File: src/hdl/ttip_pkg.sv
// ----------------------------------------------------------------------------
// ttip_pkg: shared types and constants of the text to integer parser
// Field widths, character codes, parse phases and the byte decode functions.
// ----------------------------------------------------------------------------
`default_nettype none

package ttip_pkg;

   // field widths
   localparam int CH_W    = 8;
   localparam int BASE_W  = 6;
   localparam int VALUE_W = 64;
   localparam int STOP_W  = 13;

   // default length limit of one conversion
   localparam int TTIP_MAX_LEN = 4096;

   // radix values
   localparam logic [BASE_W-1:0] BASE_AUTO  = 6'd0;
   localparam logic [BASE_W-1:0] BASE_ONE   = 6'd1;
   localparam logic [BASE_W-1:0] BASE_OCT   = 6'd8;
   localparam logic [BASE_W-1:0] BASE_DEC   = 6'd10;
   localparam logic [BASE_W-1:0] BASE_HEX   = 6'd16;
   localparam logic [BASE_W-1:0] BASE_MAX   = 6'd36;
   localparam logic [BASE_W-1:0] DIGIT_NONE = 6'd63;

   // character codes
   localparam logic [CH_W-1:0] CHAR_SPACE = 8'h20;
   localparam logic [CH_W-1:0] CHAR_TAB   = 8'h09;
   localparam logic [CH_W-1:0] CHAR_CR    = 8'h0D;
   localparam logic [CH_W-1:0] CHAR_MINUS = 8'h2D;
   localparam logic [CH_W-1:0] CHAR_PLUS  = 8'h2B;
   localparam logic [CH_W-1:0] CHAR_ZERO  = 8'h30;
   localparam logic [CH_W-1:0] CHAR_NINE  = 8'h39;
   localparam logic [CH_W-1:0] CHAR_UP_A  = 8'h41;
   localparam logic [CH_W-1:0] CHAR_UP_Z  = 8'h5A;
   localparam logic [CH_W-1:0] CHAR_LO_A  = 8'h61;
   localparam logic [CH_W-1:0] CHAR_LO_Z  = 8'h7A;
   localparam logic [CH_W-1:0] CHAR_UP_X  = 8'h58;
   localparam logic [CH_W-1:0] CHAR_LO_X  = 8'h78;
   localparam logic [CH_W-1:0] CHAR_TEN   = 8'd10;

   // parse phase, one-hot
   typedef enum logic [5:0] {
      PH_IDLE    = 6'b000001,
      PH_LEAD    = 6'b000010,
      PH_PREFIX  = 6'b000100,
      PH_ZERO    = 6'b001000,
      PH_HEXNEED = 6'b010000,
      PH_DIGITS  = 6'b100000
   } phase_type;

   // one input item as held in the input register
   typedef struct packed {
      logic [CH_W-1:0] ch;
      logic            start_req;
   } item_type;

   // digit value of a byte, DIGIT_NONE for anything that is not alphanumeric
   function automatic logic [BASE_W-1:0] ttip_digit(input logic [CH_W-1:0] c);
      logic [CH_W-1:0] d;
      d = CH_W'(DIGIT_NONE);
      if (c >= CHAR_ZERO && c <= CHAR_NINE) begin
         d = c - CHAR_ZERO;
      end else if (c >= CHAR_UP_A && c <= CHAR_UP_Z) begin
         d = c - CHAR_UP_A + CHAR_TEN;
      end else if (c >= CHAR_LO_A && c <= CHAR_LO_Z) begin
         d = c - CHAR_LO_A + CHAR_TEN;
      end
      return d[BASE_W-1:0];
   endfunction

   // space, tab, LF, VT, FF, CR
   function automatic logic ttip_is_blank(input logic [CH_W-1:0] c);
      return (c == CHAR_SPACE) || (c >= CHAR_TAB && c <= CHAR_CR);
   endfunction

endpackage

`default_nettype wire

File: src/hdl/ttip_req_if.sv
// ----------------------------------------------------------------------------
// ttip_req_if: input byte channel
// Valid/ready channel that carries one text byte and the start flag.
// ----------------------------------------------------------------------------
`default_nettype none

interface ttip_req_if;
   import ttip_pkg::*;

   logic            valid;
   logic            ready;
   logic [CH_W-1:0] ch;
   logic            start_req;

   modport source (output valid, output ch, output start_req, input ready);
   modport sink   (input valid, input ch, input start_req, output ready);

endinterface

`default_nettype wire

File: src/hdl/ttip_rsp_if.sv
// ----------------------------------------------------------------------------
// ttip_rsp_if: result channel
// Valid/ready channel that carries the converted value and the stop offset.
// ----------------------------------------------------------------------------
`default_nettype none

interface ttip_rsp_if;
   import ttip_pkg::*;

   logic                      valid;
   logic                      ready;
   logic signed [VALUE_W-1:0] value;
   logic [STOP_W-1:0]         stop_offset;

   modport source (output valid, output value, output stop_offset, input ready);
   modport sink   (input valid, input value, input stop_offset, output ready);

endinterface

`default_nettype wire

File: src/hdl/ttip_in_stage.sv
// ----------------------------------------------------------------------------
// ttip_in_stage: input register
// Captures one byte item per cycle while the core takes them, and holds each until the core takes it.
// ----------------------------------------------------------------------------
`default_nettype none

module ttip_in_stage (
   input  wire logic           clock,
   input  wire logic           reset,
   ttip_req_if.sink            req,
   output ttip_pkg::item_type  item,
   output logic                item_valid,
   input  wire logic           item_take
);
   import ttip_pkg::*;

   logic     valid_ff;
   logic     valid_in;
   item_type item_ff;

   // accept when empty or when the held item leaves this cycle
   assign req.ready = !valid_ff || item_take;

   // hold the flag until the item is taken
   always_comb begin
      valid_in = valid_ff;
      if (req.ready) begin
         valid_in = req.valid;
      end
   end

   always_ff @(posedge clock) begin
      if (reset) begin
         valid_ff <= 1'b0;
      end else begin
         valid_ff <= valid_in;
      end
   end

   // load payload on accept
   always_ff @(posedge clock) begin
      if (req.valid && req.ready) begin
         item_ff.ch        <= req.ch;
         item_ff.start_req <= req.start_req;
      end
   end

   assign item       = item_ff;
   assign item_valid = valid_ff;

endmodule

`default_nettype wire

File: src/hdl/ttip_core.sv
// ----------------------------------------------------------------------------
// ttip_core: parse step and result register
// Applies one byte to the conversion state and registers the result item.
// ----------------------------------------------------------------------------
`default_nettype none

module ttip_core #(
   parameter int MAX_LEN = ttip_pkg::TTIP_MAX_LEN
) (
   input  wire logic                        clock,
   input  wire logic                        reset,
   input  wire logic                        csr_wr_en,
   input  wire logic [ttip_pkg::BASE_W-1:0] csr_wr_data,
   input  wire ttip_pkg::item_type          item,
   input  wire logic                        item_valid,
   output logic                             item_take,
   ttip_rsp_if.source                       rsp
);
   import ttip_pkg::*;

   localparam int PW = $clog2(MAX_LEN + 1);
   localparam logic [PW-1:0] POS_LIMIT = PW'(MAX_LEN);

   // configuration and conversion state
   logic [BASE_W-1:0]  number_base_ff;
   phase_type          phase_ff,  phase_in;
   logic [VALUE_W-1:0] acc_ff,    acc_in;
   logic               neg_ff,    neg_in;
   logic [BASE_W-1:0]  base_ff,   base_in;
   logic [PW-1:0]      pos_ff,    pos_in;
   logic [PW-1:0]      endo_ff,   endo_in;

   // result register
   logic               rsp_valid_ff, rsp_valid_in;
   logic [VALUE_W-1:0] rsp_value_ff, rsp_value_in;
   logic [STOP_W-1:0]  rsp_stop_ff,  rsp_stop_in;

   logic               emit;
   logic               done;
   logic               out_free;
   logic [BASE_W-1:0]  dig;
   logic               blank;
   logic [PW-1:0]      pos_adv;
   logic [VALUE_W-1:0] acc_start;

   // step when an item is held and the result slot can take a result
   assign out_free  = !rsp_valid_ff || rsp.ready;
   assign item_take = item_valid && out_free;

   assign dig   = ttip_digit(item.ch);
   assign blank = ttip_is_blank(item.ch);

   // saturating advance from the position this byte starts at
   always_comb begin
      logic [PW-1:0] p;
      p         = item.start_req ? '0 : pos_ff;
      pos_adv   = (p < POS_LIMIT) ? p + PW'(1) : p;
      acc_start = item.start_req ? '0 : acc_ff;
   end

   // one byte through the phases, falling through where the byte is not used
   always_comb begin
      phase_in = phase_ff;
      acc_in   = acc_start;
      neg_in   = neg_ff;
      base_in  = base_ff;
      pos_in   = pos_ff;
      endo_in  = endo_ff;
      emit     = 1'b0;
      done     = 1'b0;

      if (item.start_req) begin
         phase_in = PH_LEAD;
         neg_in   = 1'b0;
         pos_in   = '0;
         endo_in  = '0;
         base_in  = number_base_ff;
         if (number_base_ff == BASE_ONE || number_base_ff > BASE_MAX) begin
            emit = 1'b1;
            done = 1'b1;
         end
      end
      if (phase_in == PH_IDLE) begin
         done = 1'b1;
      end

      // skip blanks, take a sign
      if (!done && phase_in == PH_LEAD) begin
         if (blank) begin
            pos_in = pos_adv;
            done   = 1'b1;
         end else if (item.ch == CHAR_MINUS || item.ch == CHAR_PLUS) begin
            neg_in   = (item.ch == CHAR_MINUS);
            pos_in   = pos_adv;
            phase_in = PH_PREFIX;
            done     = 1'b1;
         end else begin
            phase_in = PH_PREFIX;
         end
      end

      // leading zero of a possible hex or octal prefix
      if (!done && phase_in == PH_PREFIX) begin
         if (item.ch == CHAR_ZERO && (base_in == BASE_AUTO || base_in == BASE_HEX)) begin
            acc_in   = '0;
            pos_in   = pos_adv;
            endo_in  = pos_adv;
            phase_in = PH_ZERO;
            done     = 1'b1;
         end else begin
            if (base_in == BASE_AUTO) begin
               base_in = BASE_DEC;
            end
            phase_in = PH_DIGITS;
         end
      end

      // x after the zero
      if (!done && phase_in == PH_ZERO) begin
         if (item.ch == CHAR_LO_X || item.ch == CHAR_UP_X) begin
            pos_in   = pos_adv;
            base_in  = BASE_HEX;
            phase_in = PH_HEXNEED;
            done     = 1'b1;
         end else begin
            if (base_in == BASE_AUTO) begin
               base_in = BASE_OCT;
            end
            phase_in = PH_DIGITS;
         end
      end

      // a hex digit must follow the prefix
      if (!done && phase_in == PH_HEXNEED) begin
         if (dig < BASE_HEX) begin
            phase_in = PH_DIGITS;
         end else begin
            emit = 1'b1;
            done = 1'b1;
         end
      end

      // accumulate a digit or stop
      if (!done) begin
         if (dig < base_in) begin
            acc_in  = acc_start * VALUE_W'(base_in) + VALUE_W'(dig);
            pos_in  = pos_adv;
            endo_in = pos_adv;
         end else begin
            emit = 1'b1;
         end
      end

      if (emit) begin
         phase_in = PH_IDLE;
      end
   end

   // result formed from the state left by this byte
   always_comb begin
      rsp_value_in = neg_in ? ('0 - acc_in) : acc_in;
      rsp_stop_in  = STOP_W'(endo_in);
      rsp_valid_in = rsp_valid_ff;
      if (item_take && emit) begin
         rsp_valid_in = 1'b1;
      end else if (rsp.ready) begin
         rsp_valid_in = 1'b0;
      end
   end

   // advance the state on each step
   always_ff @(posedge clock) begin
      if (reset) begin
         number_base_ff <= BASE_DEC;
         phase_ff       <= PH_IDLE;
         acc_ff         <= '0;
         neg_ff         <= 1'b0;
         base_ff        <= BASE_DEC;
         pos_ff         <= '0;
         endo_ff        <= '0;
         rsp_valid_ff   <= 1'b0;
      end else begin
         if (csr_wr_en) begin
            number_base_ff <= csr_wr_data;
         end
         if (item_take) begin
            phase_ff <= phase_in;
            acc_ff   <= acc_in;
            neg_ff   <= neg_in;
            base_ff  <= base_in;
            pos_ff   <= pos_in;
            endo_ff  <= endo_in;
         end
         rsp_valid_ff <= rsp_valid_in;
      end
   end

   // load result payload
   always_ff @(posedge clock) begin
      if (item_take && emit) begin
         rsp_value_ff <= rsp_value_in;
         rsp_stop_ff  <= rsp_stop_in;
      end
   end

   assign rsp.valid       = rsp_valid_ff;
   assign rsp.value       = $signed(rsp_value_ff);
   assign rsp.stop_offset = rsp_stop_ff;

`ifndef SYNTH
   a_result_from_step: assert property (@(posedge clock) disable iff (reset)
      $rose(rsp_valid_ff) |-> $past(item_take))
      else $error("result appeared without a parse step");

   a_pos_limit: assert property (@(posedge clock) disable iff (reset)
      pos_ff <= POS_LIMIT)
      else $error("position beyond length limit");

   a_end_behind_pos: assert property (@(posedge clock) disable iff (reset)
      endo_ff <= pos_ff)
      else $error("end offset ahead of position");

   a_bad_base: assert property (@(posedge clock) disable iff (reset)
      item_take && item.start_req && (number_base_ff == BASE_ONE || number_base_ff > BASE_MAX)
      |=> rsp_valid_ff && rsp_value_ff == '0 && rsp_stop_ff == '0 && phase_ff == PH_IDLE)
      else $error("invalid radix did not give an empty result");

   a_idle_hold: assert property (@(posedge clock) disable iff (reset)
      item_take && !item.start_req && phase_ff == PH_IDLE |=> $stable(acc_ff))
      else $error("accumulator changed on an idle byte");
`endif

endmodule

`default_nettype wire

File: src/hdl/text_to_integer_parser.sv
// ----------------------------------------------------------------------------
// text_to_integer_parser: streaming text to integer converter
// Converts a byte stream to a signed 64-bit integer with strtol rules.
// ----------------------------------------------------------------------------
// Usage:
//   req_bus carries one text byte per item; start_req marks the first byte
//   of a conversion. Blanks, an optional sign and the radix prefix are
//   handled as strtol does; digits accumulate modulo 2^64. The first byte
//   that ends the number (NUL included) yields one rsp_bus item with the
//   value and the offset where parsing stopped. Later bytes are dropped
//   until the next start.
//   csr_wr_en/csr_wr_data set the radix (0 auto, 2 to 36); it is sampled on
//   each start byte and must only change while the block is idle.
// Timing:
//   One byte per cycle sustained while rsp_bus is not stalled; each byte
//   passes through the accumulator multiply-add. rsp_bus.valid rises once
//   the byte that ends the number has passed the input register and then
//   the result register; a stalled result can hold it between the two.
// Reset and stall:
//   Reset empties both registers, clears the conversion and sets radix 10.
//   A stalled result holds the core; one more byte waits in the input
//   register, then req_bus.ready drops.
// ----------------------------------------------------------------------------
`default_nettype none

module text_to_integer_parser #(
   parameter int MAX_LEN = ttip_pkg::TTIP_MAX_LEN
) (
   input  wire logic                        clock,
   input  wire logic                        reset,
   input  wire logic                        csr_wr_en,
   input  wire logic [ttip_pkg::BASE_W-1:0] csr_wr_data,
   ttip_req_if.sink                         req_bus,
   ttip_rsp_if.source                       rsp_bus
);
   import ttip_pkg::*;

   item_type item;
   logic     item_valid;
   logic     item_take;

   // hold one incoming byte
   ttip_in_stage u_in_stage (
      .clock      (clock),
      .reset      (reset),
      .req        (req_bus),
      .item       (item),
      .item_valid (item_valid),
      .item_take  (item_take)
   );

   // parse and register results
   ttip_core #(
      .MAX_LEN (MAX_LEN)
   ) u_core (
      .clock       (clock),
      .reset       (reset),
      .csr_wr_en   (csr_wr_en),
      .csr_wr_data (csr_wr_data),
      .item        (item),
      .item_valid  (item_valid),
      .item_take   (item_take),
      .rsp         (rsp_bus)
   );

endmodule

`default_nettype wire

File: src/flat_wrapper.sv
// flat-port wrapper written by rule: the top's interface ports become plain ports
module text_to_integer_parser_flat import ttip_pkg::*;
#(
   parameter int MAX_LEN = ttip_pkg::TTIP_MAX_LEN
)
  (clock, reset, csr_wr_en, csr_wr_data, req_bus_valid, req_bus_ch, req_bus_start_req, req_bus_ready, rsp_bus_valid, rsp_bus_value, rsp_bus_stop_offset, rsp_bus_ready);
  ttip_req_if req_bus_i ();
  ttip_rsp_if rsp_bus_i ();
  input  wire logic clock;
  input  wire logic reset;
  input  wire logic csr_wr_en;
  input  wire logic [ttip_pkg::BASE_W-1:0] csr_wr_data;
  input wire logic [$bits(req_bus_i.valid)-1:0] req_bus_valid;
  input wire logic [$bits(req_bus_i.ch)-1:0] req_bus_ch;
  input wire logic [$bits(req_bus_i.start_req)-1:0] req_bus_start_req;
  output wire logic [$bits(req_bus_i.ready)-1:0] req_bus_ready;
  output wire logic [$bits(rsp_bus_i.valid)-1:0] rsp_bus_valid;
  output wire logic [$bits(rsp_bus_i.value)-1:0] rsp_bus_value;
  output wire logic [$bits(rsp_bus_i.stop_offset)-1:0] rsp_bus_stop_offset;
  input wire logic [$bits(rsp_bus_i.ready)-1:0] rsp_bus_ready;
  assign req_bus_i.valid = req_bus_valid;
  assign req_bus_i.ch = req_bus_ch;
  assign req_bus_i.start_req = req_bus_start_req;
  assign req_bus_ready = req_bus_i.ready;
  assign rsp_bus_valid = rsp_bus_i.valid;
  assign rsp_bus_value = rsp_bus_i.value;
  assign rsp_bus_stop_offset = rsp_bus_i.stop_offset;
  assign rsp_bus_i.ready = rsp_bus_ready;
  text_to_integer_parser #(.MAX_LEN(MAX_LEN)) u_core (.clock(clock), .reset(reset), .csr_wr_en(csr_wr_en), .csr_wr_data(csr_wr_data), .req_bus(req_bus_i), .rsp_bus(rsp_bus_i));
endmodule
File: config.mk
export PLATFORM = sky130hd
export DESIGN_NAME = text_to_integer_parser_flat
export DESIGN_NICKNAME = d
export VERILOG_FILES = /design/src/hdl/ttip_pkg.sv /design/src/hdl/ttip_req_if.sv /design/src/hdl/ttip_rsp_if.sv /design/src/hdl/ttip_in_stage.sv /design/src/hdl/ttip_core.sv /design/src/hdl/text_to_integer_parser.sv /design/src/flat_wrapper.sv
export SDC_FILE = /design/constraint.sdc
export NUM_CORES = 1
export LEC_CHECK = 0
export BUFFER_PORTS_ARGS = -buffer_cell sky130_fd_sc_hd__buf_2
export CAP_MARGIN = 25
export CORE_MARGIN = 1
export CORE_UTILIZATION = 50
export CTS_CLUSTER_SIZE = 8
export DETAILED_ROUTE_END_ITERATION = 10
export GPL_ROUTABILITY_DRIVEN = 0
export PLACE_DENSITY = 0.67
export SLEW_MARGIN = 20
export SYNTH_ARGS = -nofsm -noshare
export SYNTH_HDL_FRONTEND = slang
export SYNTH_SLANG_ARGS = --single-unit
File: constraint.sdc
create_clock -name clock -period 12.85 [get_ports clock]
set_clock_uncertainty 0.2 [all_clocks]
set_input_delay 1.9275 -clock clock [delete_from_list [all_inputs] [get_ports clock]]
set_output_delay 1.9275 -clock clock [all_outputs]
set_load 0.005 [all_outputs]
==> flow_summary.json <==
{
  "wirelength_mm": 72.2,
  "yosysMostFrequentCell": "nor2_1",
  "clk_pin_slew_ns": 0.08,
  "first_pass_iters": 5,
  "rsz0062_at_grt": "false",
  "maxCapViolations": 0,
  "area.growth.synth_to_final_pct": 5.95,
  "cts.path.max_buffers": 2,
  "nets": 3181,
  "dpl-instance-area_mm2": 0.0243,
  "drt-wirelength-per-cell_um": 21.3,
  "routed_via_density": 6.35,
  "drt-met1-wl_mm": 30.2,
  "antenna_found_initial": 1,
  "die_h_um": 219,
  "endpoint_kind": "flip-flop",
  "status": "complete, no violations",
  "cts_made_buffers": 17,
  "drc": 0,
  "p_per_area_mw_per_mm2": 75.2,
  "dr_wl_met2_mm": 34.2,
  "htreeDepth": 4,
  "grt_pass1_wl_mm": 116,
  "vias": 21600,
  "ir_worst_vdd_uv": 106,
  "hold_viol": 0,
  "clk_latency_ns": 0.47,
  "cts-resized-gates": 0,
  "async_reset_ff_frac": 0,
  "ys_types": 106,
  "required_ns": 12.84,
  "finalCritPeriodShare": 0.859,
  "yosys_warnings": 0,
  "track_usage": 0.307,
  "slew_headroom": 0.283,
  "setup_violations": 0,
  "drtIter0Drc": 2360,
  "fill_cells": 4309,
  "rows": 79,
  "initial_utilization": 0.505,
  "syn-instance-count": 2809,
  "antenna_cells": 0,
  "hold_class": "flip-flop to flip-flop",
  "syn_avg_cell_area_um2": 8.36,
  "yosys.area_share.simple": 0.229,
  "wl_met3_mm": 5.10,
  "slew_violations": 0,
  "worstPathMaxFanout": 64,
  "grt_start_max_net_pins": 97,
  "synth_area_leaders": "fa_1 20%, edfxtp_1 11%, dfxtp_1 9.5%",
  "portBuffers": 98,
  "synth_seq_area_share": 0.205,
  "post-cts-setup-buffers": 0,
  "post-route-cell-area_mm2": 0.0249,
  "synth_edf_count": 86,
  "hold_ws_ns": 0.257,
  "die_area_mm2": 0.0478,
  "arrival_ns": 11.03,
  "p_leak_nw": 11.0,
  "core_area_mm2": 0.0465,
  "synthAdderAreaFrac": 0.281,
  "gr-total-overflow": 0,
  "die_w_um": 219,
  "crit_type": "flip-flop to flip-flop",
  "slowest_delay_ns": 1.03,
  "io_pins": 99,
  "root_buffer": "clkbuf_16",
  "synth_common_cells": "576 x nor2_1, 251 x nand2_1, 240 x fa_1",
  "cts_hold_buffers": 0,
  "grt_pass1_vias": 21300,
  "synth_compound_area_frac": 0.181,
  "start_kind": "flip-flop",
  "post-dp-hpwl_mm": 53.8,
  "synth_ff_type": "dfxtp_1",
  "worst_pin_slew_ns": 1.07,
  "min_period_ns": 11.04,
  "synth_area_mm2": 0.0235,
  "clock_sinks": 197,
  "ys_ff_latch": 197,
  "synth_top_family_by_area": "adder cells",
  "muxShareOfSynthArea": 0.0142,
  "max_freq_mhz": 90.6,
  "syn_nets": 3213,
  "detail-route-antenna-nets": 0,
  "top_layer": "met4",
  "cts_tree": "done",
  "setup-tns-final_ns": 0,
  "final_layout_size_suffix_gt1_frac": 0.0796,
  "crit_slowest_cell": "edfxtp_1",
  "synth_top_area_cell": "fa_1",
  "synth_xor_area_frac": 0.0436,
  "synth_top_area_frac": 0.205
}
[cell usage in the layout, fill, tap and decap left out, drive strengths merged, types with 12 or more instances in the layout]
| master | netlist | routed |
|---|---|---|
| dfxtp | 111 | 111 |
| or2 | 12 | 12 |
| a211oi | 83 | 83 |
| ha | 144 | 144 |
| a31oi | 40 | 40 |
| nand2 | 251 | 251 |
| nor2 | 578 | 578 |
| fa | 240 | 240 |
| nand3 | 53 | 53 |
| a21o | 36 | 36 |
| and3 | 25 | 25 |
| buf | 45 | 126 |
| o31ai | 12 | 12 |
| a22oi | 18 | 18 |
| o21ai | 84 | 84 |
| mux2i | 22 | 22 |
| a41oi | 12 | 12 |
| a211o | 12 | 12 |
| inv | 96 | 102 |
| clkbuf | 132 | 19 |
| xnor2 | 79 | 79 |
| o211ai | 22 | 22 |
| nand4 | 21 | 21 |
| nor4 | 15 | 15 |
| xor2 | 35 | 35 |
| edfxtp | 86 | 86 |
| o21bai | 16 | 16 |
| or3 | 23 | 23 |
| a21oi | 174 | 174 |
| and2 | 19 | 19 |
| nand2b | 29 | 29 |
| nor3 | 73 | 73 |
| nor2b | 25 | 25 |
[metal layers]
metal,up-vias,track usage
li1,9776,-
met1,10600,0.403
met2,972,0.505
met3,181,0.0438
met4,0,0.124
met5,-,0
[cell type report]
type | instances | area [µm²] | share of cell area
sequential | 197 | 4800 | 0.193
tap | 607 | 759 | 0.0305
timing repair buffer | 126 | 716 | 0.0288
clock buffer | 19 | 454 | 0.0183
inverter | 96 | 360 | 0.0145
multi-input combinational | 2339 | 17600 | 0.709
clock inverter | 13 | 153 | 0.00614
[cells by family (layout without fill, tap and decap cells)]
kind of cell | count (synthesis) | count (layout)
buffers and inverters | 273 | 254
XOR/XNOR | 115 | 115
adder cells (fa/ha/maj) | 384 | 384
flip-flops | 197 | 197
multiplexers | 32 | 32
AO/OA/AOI/OAI | 628 | 628
AND/OR/NAND/NOR | 1180 | 1180
[power breakdown]
part / total [W] / internal, W / switching (W)
sequential: 0.000714 / 0.000690 / 0.0000242
combinational: 0.000593 / 0.000198 / 0.000395
clock: 0.000564 / 0.000273 / 0.000291
[registers in the layout, indices dropped and copies added (netlist names), 6 cells and up]
| signal | count |
|---|---|
| u_core.u_core.acc_ff | 64 |
| u_core.u_core.rsp.value | 64 |
| u_core.u_core.endo_ff | 13 |
| u_core.u_core.pos_ff | 13 |
| u_core.u_core.rsp.stop_offset | 13 |
| u_core.u_in_stage.item | 9 |
| u_core.u_core.base_ff | 6 |
| u_core.u_core.number_base_ff | 6 |
| u_core.u_core.phase_ff | 6 |
[critical path, delay by kind of cell, from the launching register on]
| kind | cells | cell delay (ns) |
|---|---|---|
| flops | 1 | 1.03 |
| compound gates | 12 | 4.11 |
| xor+xnor | 2 | 0.37 |
| simple gates | 3 | 1.02 |
| fa+ha+maj | 5 | 2.43 |
| buf+inv | 8 | 1.55 |
[final timing paths]
check                                             start                                    end  slack, ns  cells past startpoint
hold reg to reg   u_core.u_core.endo_ff[1]$_SDFFE_PP0P_  u_core.u_core.endo_ff[1]$_SDFFE_PP0P_       0.26                      2
setup reg to reg    u_core.u_in_stage.item[0]$_DFFE_PP_  u_core.u_core.rsp.value[60]$_DFFE_PP_       1.81                     30
setup / recovery    u_core.u_in_stage.item[0]$_DFFE_PP_  u_core.u_core.rsp.value[60]$_DFFE_PP_       1.81                     30
hold / removal    u_core.u_core.endo_ff[1]$_SDFFE_PP0P_  u_core.u_core.endo_ff[1]$_SDFFE_PP0P_       0.26                      2
[metrics by stage]
| stage | total power (W) | std cells | util | setup slack [ns] |
|---|---|---|---|---|
| final | 0.00187 | 3397 | 0.535 | 1.81 |
| after global routing | 0.00196 | 3397 | 0.535 | 1.44 |
| after CTS | 0.00187 | 3397 | 0.535 | 2.07 |
| after detailed placement | 0.00130 | 3365 | 0.522 | 2.12 |
| after global placement | 0.00129 | 3364 | 0.522 | 2.45 |
| after floorplan | 0.00114 | 2809 | - | 3.72 |
No activity file was read; power rests on OpenSTA's default activity.
